**src/rtl/ray_fragment_radiance_gather_assert.svh**
```systemverilog
// Assertion macros for the radiance gather RTL.
// Expects clk_i and rst_ni in the scope where a macro is used.
`ifndef RAY_FRAGMENT_RADIANCE_GATHER_ASSERT_SVH
`define RAY_FRAGMENT_RADIANCE_GATHER_ASSERT_SVH
`ifndef SYNTHESIS
`define RFRG_ASSERT_IMP(lbl, ante, cons, msg) \
  lbl: assert property (@(posedge clk_i) disable iff (!rst_ni) (ante) |-> (cons)) \
    else $error(msg);
`define RFRG_ASSERT_NXT(lbl, ante, cons, msg) \
  lbl: assert property (@(posedge clk_i) disable iff (!rst_ni) (ante) |=> (cons)) \
    else $error(msg);
`else
`define RFRG_ASSERT_IMP(lbl, ante, cons, msg)
`define RFRG_ASSERT_NXT(lbl, ante, cons, msg)
`endif
`endif

```
**src/rtl/rfrg_pkg.sv**
```systemverilog
// Shared types, constants and fixed-point helpers for the radiance gather.
// No dependencies.
package rfrg_pkg;

  localparam int unsigned POLYS_DEF    = 1024;
  localparam int unsigned ACC_BITS_DEF = 48;
  localparam int unsigned WORDS        = 17;
  localparam int unsigned ACC_WORDS    = 3;

  localparam logic [1:0] MODE_LOAD = 2'd0;
  localparam logic [1:0] MODE_FRAG = 2'd1;
  localparam logic [1:0] MODE_READ = 2'd2;

  localparam logic [2:0] CFG_DIR_X   = 3'd0;
  localparam logic [2:0] CFG_DIR_Y   = 3'd1;
  localparam logic [2:0] CFG_DIR_Z   = 3'd2;
  localparam logic [2:0] CFG_WEIGHT  = 3'd3;
  localparam logic [2:0] CFG_AREA    = 3'd4;
  localparam logic [2:0] CFG_SKY     = 3'd5;

  // Table word layout of one patch.
  localparam logic [4:0] W_NX  = 5'd0;
  localparam logic [4:0] W_NY  = 5'd1;
  localparam logic [4:0] W_NZ  = 5'd2;
  localparam logic [4:0] W_OX  = 5'd3;
  localparam logic [4:0] W_OY  = 5'd4;
  localparam logic [4:0] W_OZ  = 5'd5;
  localparam logic [4:0] W_EUX = 5'd6;
  localparam logic [4:0] W_EUY = 5'd7;
  localparam logic [4:0] W_EUZ = 5'd8;
  localparam logic [4:0] W_EVX = 5'd9;
  localparam logic [4:0] W_EVY = 5'd10;
  localparam logic [4:0] W_EVZ = 5'd11;
  localparam logic [4:0] W_E0  = 5'd12;
  localparam logic [4:0] W_E1  = 5'd13;
  localparam logic [4:0] W_E2  = 5'd14;
  localparam logic [4:0] W_EM  = 5'd15;
  localparam logic [4:0] W_RHO = 5'd16;

  // 1/pi in Q0.32.
  localparam logic signed [31:0] INV_PI_Q32 = 32'sd1367130551;

  localparam int unsigned STEP_W = 5;
  localparam logic [STEP_W-1:0] STEP_CHECK = 5'd27;
  localparam logic [STEP_W-1:0] STEP_LAST  = 5'd31;

  typedef struct packed {
    logic              capture;
    logic              clr_en;
    logic              load_we;
    logic              acc_rd_issue;
    logic              acc_rd_finish;
    logic              frag_en;
    logic [STEP_W-1:0] step;
    logic              out_load;
  } cmd_t;

  typedef struct packed {
    logic clr_last;
    logic deposit;
  } sts_t;

  // Round a Q32.32 product to Q32.16, half up.
  function automatic logic signed [47:0] rnd16(input logic signed [63:0] x);
    logic signed [63:0] t;
    t = x + 64'sd32768;
    return t[63:16];
  endfunction

  function automatic logic signed [31:0] sat32(input logic signed [63:0] x);
    if (x > 64'sd2147483647) begin
      return 32'sh7fffffff;
    end else if (x < -64'sd2147483648) begin
      return 32'sh80000000;
    end
    return x[31:0];
  endfunction

endpackage

```
**src/rtl/rfrg_ctrl.sv**
```systemverilog
// Controller of the radiance gather: sequences clear, load, read and fragment work.
// Depends on rfrg_pkg and the assertion macro header.
`include "ray_fragment_radiance_gather_assert.svh"
module rfrg_ctrl (
  input  logic               clk_i,
  input  logic               rst_ni,
  input  logic               in_valid_i,
  output logic               in_stall_o,
  input  logic [1:0]         mode_i,
  output logic               out_valid_o,
  input  logic               out_stall_i,
  input  rfrg_pkg::sts_t     sts_i,
  output rfrg_pkg::cmd_t     cmd_o
);

  localparam logic [2:0] S_CLEAR = 3'd0;
  localparam logic [2:0] S_IDLE  = 3'd1;
  localparam logic [2:0] S_LOAD  = 3'd2;
  localparam logic [2:0] S_READ0 = 3'd3;
  localparam logic [2:0] S_READ1 = 3'd4;
  localparam logic [2:0] S_FRAG  = 3'd5;
  localparam logic [2:0] S_DONE  = 3'd6;

  logic [2:0]                  state_q, state_d;
  logic [rfrg_pkg::STEP_W-1:0] step_q, step_d;
  logic                        out_valid_q, out_valid_d;

  always_comb begin
    state_d = state_q;
    step_d  = step_q;
    cmd_o   = '0;
    cmd_o.step = step_q;
    case (state_q)
      S_CLEAR: begin
        cmd_o.clr_en = 1'b1;
        if (sts_i.clr_last) begin
          state_d = S_IDLE;
        end
      end
      S_IDLE: begin
        if (in_valid_i) begin
          cmd_o.capture = 1'b1;
          step_d = '0;
          case (mode_i)
            rfrg_pkg::MODE_LOAD: state_d = S_LOAD;
            rfrg_pkg::MODE_FRAG: state_d = S_FRAG;
            rfrg_pkg::MODE_READ: state_d = S_READ0;
            default:             state_d = S_DONE;
          endcase
        end
      end
      S_LOAD: begin
        cmd_o.load_we = 1'b1;
        state_d = S_DONE;
      end
      S_READ0: begin
        cmd_o.acc_rd_issue = 1'b1;
        state_d = S_READ1;
      end
      S_READ1: begin
        cmd_o.acc_rd_finish = 1'b1;
        state_d = S_DONE;
      end
      S_FRAG: begin
        cmd_o.frag_en = 1'b1;
        step_d = step_q + 1'b1;
        // Without a deposit the accumulator steps are skipped.
        if ((step_q == rfrg_pkg::STEP_CHECK && !sts_i.deposit) ||
            step_q == rfrg_pkg::STEP_LAST) begin
          state_d = S_DONE;
        end
      end
      S_DONE: begin
        if (!out_valid_q || !out_stall_i) begin
          cmd_o.out_load = 1'b1;
          state_d = S_IDLE;
        end
      end
      default: state_d = S_IDLE;
    endcase
  end

  always_comb begin
    out_valid_d = out_valid_q;
    if (cmd_o.out_load) begin
      out_valid_d = 1'b1;
    end else if (out_valid_q && !out_stall_i) begin
      out_valid_d = 1'b0;
    end
  end

  always_ff @(posedge clk_i or negedge rst_ni) begin
    if (!rst_ni) begin
      state_q     <= S_CLEAR;
      step_q      <= '0;
      out_valid_q <= 1'b0;
    end else begin
      state_q     <= state_d;
      step_q      <= step_d;
      out_valid_q <= out_valid_d;
    end
  end

  assign in_stall_o  = (state_q != S_IDLE);
  assign out_valid_o = out_valid_q;

  `RFRG_ASSERT_IMP(a_no_result_in_clear, state_q == S_CLEAR, !out_valid_q,
                   "result shown during clearing pass")
  `RFRG_ASSERT_NXT(a_busy_after_accept, in_valid_i && !in_stall_o, state_q != S_IDLE,
                   "block idle right after a request")
  `RFRG_ASSERT_NXT(a_done_waits, state_q == S_DONE && out_valid_q && out_stall_i,
                   state_q == S_DONE && out_valid_q, "finished result dropped")

endmodule

```
**config.mk**
```make
export PLATFORM = sky130hd
export DESIGN_NAME = rfrg_ctrl
export DESIGN_NICKNAME = d
export VERILOG_FILES = /design/src/rtl/rfrg_pkg.sv /design/src/rtl/rfrg_ctrl.sv
export VERILOG_INCLUDE_DIRS = /design/src /design/src/rtl
export SDC_FILE = /design/constraint.sdc
export NUM_CORES = 1
export LEC_CHECK = 0
export ABC_AREA = 1
export BUFFER_PORTS_ARGS = -buffer_cell sky130_fd_sc_hd__buf_4
export CAP_MARGIN = 10
export CORE_AREA = 5 5 45 47
export CTS_BUF_LIST = sky130_fd_sc_hd__clkbuf_16
export DETAILED_ROUTE_END_ITERATION = 8
export DIE_AREA = 0 0 50 52
export GPL_TIMING_DRIVEN = 0
export PLACE_DENSITY = 0.7
export SLEW_MARGIN = 10
export SYNTH_ARGS = -nofsm -noshare
export SYNTH_HDL_FRONTEND = slang
export SYNTH_SLANG_ARGS = --single-unit
```
**constraint.sdc**
```tcl
create_clock -name clk_i -period 4 [get_ports clk_i]
set_clock_uncertainty 0.05 [all_clocks]
set_input_delay 0.6 -clock clk_i [delete_from_list [all_inputs] [get_ports clk_i]]
set_output_delay 0.6 -clock clk_i [all_outputs]
set_load 0.02 [all_outputs]
```
# Word-level counts from Yosys, hierarchy flattened
# Index checks and enable logic that the tools add are counted.
# op_classes
add_sub_neg,1
n_eq_ne,15
n_mux,19
n_reduce_logical,14
# op_table
cell,count
3-bit case mux with 6 select lines,1
3-bit two-way mux,4
1-bit two-way mux,11
5-bit equality test (second input constant),2
5-bit case mux with 2 select lines,1
3-bit equality test (second input constant),3
3-bit case mux with 3 select lines,1
2-bit != test (second input constant),4
3-bit by 2-bit equality test with 1-bit output (second input constant),2
5-bit by 1-bit adder with 5-bit output (second input constant),1
5-bit two-way mux,1
4-bit AND reduction,1
2-bit nonzero test,2
3-bit by 1-bit equality test with 1-bit output (second input constant),1
1-bit zero test,3
3-bit zero test,1
3-bit by 1-bit != test with 1-bit output (second input constant),1
2-bit by 1-bit equality test with 1-bit output (second input constant),1
2-bit equality test (second input constant),1
1-bit logical AND,2
2-bit zero test,1
1-bit logical OR,2
2-bit AND reduction,1
2-bit OR reduction,1
# word_totals
ff_bits,9
in_bits,8
out_inout_bits,14
wordCells,52

# Longest topological paths before layout
# depth
ltp_word,5
mapped_depth,9
ltp_nobuf,9

# Worst setup path after synthesis
# OpenSTA, ideal clock, no wires.
# synth_timing
kind,register -> output
from,register state_q[1]
to,output port cmd_o[11] (netlist name)
arrival_ps,1046
required_ps,3350
path_slack_ps,2304
stages_incl_launch_ff,4
path_cell_list,dfrtp_1 > nor2_4 > nand2_2 > nor2_1
# synth_rtl
item,line,source
from (decl),rfrg_ctrl.sv:24,"logic [2:0] state_q, state_d;"
from (signal assigned),rfrg_ctrl.sv:98,state_q <= state_d;
to (decl),rfrg_ctrl.sv:13,output rfrg_pkg::cmd_t cmd_o

==> flow_summary.yaml <==
status:
  run_status: "completed"
timing:
  timing.final.max_slew_violations: 0
  layout_worst_path_cycle_share_pct: 49.2
  slew_headroom_pct: 82.1
  post-route-worst-setup-slack_ps: 2030
  tightest_slew_ps: 268
  rsz_0062_raised_after_global_routing: "false"
  final-hold-violation-count: 0
  tns_ps: 0
  finish_stage_setup_viols: 0
  max_freq_ghz: 0.508
  holdWs_ps: 134
  fin_crit_ps: 1970
synth:
  postSynthRegisterBits: 9
  post_synth_instance_area_sq_um: 678
  synth.yosys.warnings: 0
  syn-num-nets: 106
  synthCells: 93
  synth_seq_area_share_pct: 33.2
  async_reset_ff_share_pct: 100
  ys_types: 20
  syn-mean-instance-area_sq_um: 7.29
  dominantRegCellSynth: "sky130_fd_sc_hd__dfrtp_1"
  synth_edf_count: 0
floorplan:
  fp-row-count: 15
  initial_utilization_pct: 42.0
  die-area_sq_um: 2600
  die_h_microns: 52
  core_region_area_sq_um: 1610
  io-pin-count: 22
  die-width_microns: 50
clock_network:
  ctsRootBufferMaster: "sky130_fd_sc_hd__clkbuf_16"
  post-cts-setup-buffers: 0
  clock_tree.htree_level_count: 1
  clock_network_latency_to_the_later_pin_of_the_worst_skew_pair_ps: 230
  clkTransAtPathRegs_ps: 40
  holdBufCountCts: 0
  cts-buffers-inserted: 3
  tritoncts: "yes"
  cts_buffer_depth: 2
  cts_num_sinks: 9
  postCtsResizedCells: 0
cells_and_area:
  utilization_pct: 58.0
  final_cell_mix: "23 x sky130_fd_sc_hd__inv_1, 22 x sky130_fd_sc_hd__buf_4, 16 x sky130_fd_sc_hd__nand2_1"
  layout_commonest_cell: "sky130_fd_sc_hd__inv_1"
  share_of_layout_cells_above_drive_strength_1_pct: 30.5
  nNetsFinal: 132
  n_fill_cell: 164
  flow.area_growth_from_synthesis_pct: 38.0
  n_antenna_cell: 0
critical_path:
  crit_path_cell_trace: "nand2_2 > nor2_2 > inv_1 > nor2_1 > buf_4 > buf_4"
  critical_path.max_fanout: 5
  critPathBufInv: 3
  path_delay_family: "flip-flops"
  slowest_stage: "sky130_fd_sc_hd__dfrtp_1"
  worst_setup_path_category: "flip-flop to primary output"
  timing.critical_path.depth: 6
  cp.arrival_ps: 1320
  max_stage_delay_ps: 480
  r2r.worst_path.cells: 8
  worst_path_most_repeated_cell: "sky130_fd_sc_hd__buf_4"
  worst_ep_required_time_ps: 3350
  timing.critical_path.from_type: "flip-flop"
  setup.worst_path.end_class: "primary output"
placed_design:
  place.gp.congestion: 0.811
  place_worst_setup_slack_ps: 2160
  port_buffers: 21
  hpwl_dp_mm: 1.15
route:
  drc_errors: 0
  detail-route-antenna-nets: 0
  drt-wirelength-per-cell_microns: 10.5
  starting_drt_drc_count: 12
  drt-pass1-iter-count: 4
  post_drt_via_cell_ratio: 4.83
  num_vias: 652
  route.final.wire_length_mm: 1.42
power:
  leakage_nw: 0.560
  power.density_cell_area_nw_per_um2: 814
  irDropWorstVdd_uv: 417
grt:
  number_of_global_route_vias_before_repair: 616
  antenna_found_initial: 0
  grt_use_total_pct: 11.6
  grt_max_degree: 11
  first_pass_grt_wire_length_mm: 2.32
  grt-ovfl-total: 0
min_path:
  hold_class: "input port to asynchronous set/reset pin"
run:
  drv_cap: 0
[Yosys cell counts, types with 2 or more instances]
| library cell | count | area share, % |
|---|---|---|
| sky130_fd_sc_hd__inv_1 | 22 | 12 |
| sky130_fd_sc_hd__nor2_2 | 2 | 1.8 |
| sky130_fd_sc_hd__nand3_1 | 10 | 7.4 |
| sky130_fd_sc_hd__ha_1 | 5 | 9.2 |
| sky130_fd_sc_hd__nand2_1 | 16 | 8.9 |
| sky130_fd_sc_hd__nor2_1 | 10 | 5.5 |
| sky130_fd_sc_hd__o21ai_0 | 2 | 1.5 |
| sky130_fd_sc_hd__dfrtp_1 | 9 | 33 |
| sky130_fd_sc_hd__nand2_2 | 4 | 3.7 |
| sky130_fd_sc_hd__nand3_2 | 2 | 3.0 |
| sky130_fd_sc_hd__nand4_1 | 2 | 1.8 |
[worst paths after layout]
kind,start,to,slack [ps]
setup / recovery,state_q[2]$_DFFE_PN0P_,cmd_o[0],2030
hold / removal,rst_ni,step_q[2]$_DFFE_PN0P_,130
setup reg to reg,step_q[0]$_DFFE_PN0P_,state_q[1]$_DFFE_PN0P_,2460
hold reg to reg,out_valid_o$_DFFE_PN0P_,out_valid_o$_DFFE_PN0P_,460
max in group asynchronous,rst_ni,state_q[1]$_DFFE_PN0P_,3630
min in group clk_i,out_valid_o$_DFFE_PN0P_,out_valid_o$_DFFE_PN0P_,460
[area by class of cell]
cell class,instances,area [sq um],area share (%)
Clock buffer,3,75.1,8.02
Timing Repair Buffer,21,158,16.8
Inverter,22,82.6,8.82
Clock inverter,1,3.75,0.401
Sequential cell,9,225,24.1
Multi-Input combinational cell,60,349,37.3
Tap cell,17,21.3,2.27
Buffer,2,21.3,2.27
[stage by stage]
step                      power [mW]  area, sq um  cells
final                          0.762          936    135
after global routing           0.825          936    135
after CTS                      0.770          936    135
after detailed placement       0.592          857    131
after global placement         0.584          857    131
after floorplan                0.456          678     93
[power breakdown]
group	leakage, nW	internal, mW	switching, mW	total (mW)
logic	0.403	0.169	0.238	0.407
clock network	0.0423	0.130	0.0422	0.173
registers	0.115	0.133	0.0493	0.182
total	0.560	0.433	0.330	0.762
[sequential cells by signal, summed over array words and instances, names as in the netlist]
register	count
step_q	5
out_valid_o	1
state_q	3
[per-layer routing]
layer	routed length [microns]	GRT usage (%)	vias to the layer above	part of all wire, %
met2	717	20.3	24	51
met4	14	6.55	0	0.99
met3	126	4.30	2	8.9
li1	-	-	339	-
met1	556	11.6	287	39
met5	0	0	-	0
[cells by family (layout without fill, tap and decap cells)]
group           Yosys count  in the layout  share of synthesized area, %
compound gates            7              7                          7.20
xor+xnor                  1              1                          1.29
fa+ha+maj                 5              5                          9.23
buf+inv                  24             49                          15.3
flops                     9              9                          33.2
simple gates             47             47                          33.8
Note: power is estimated with default switching activity, not from simulation.
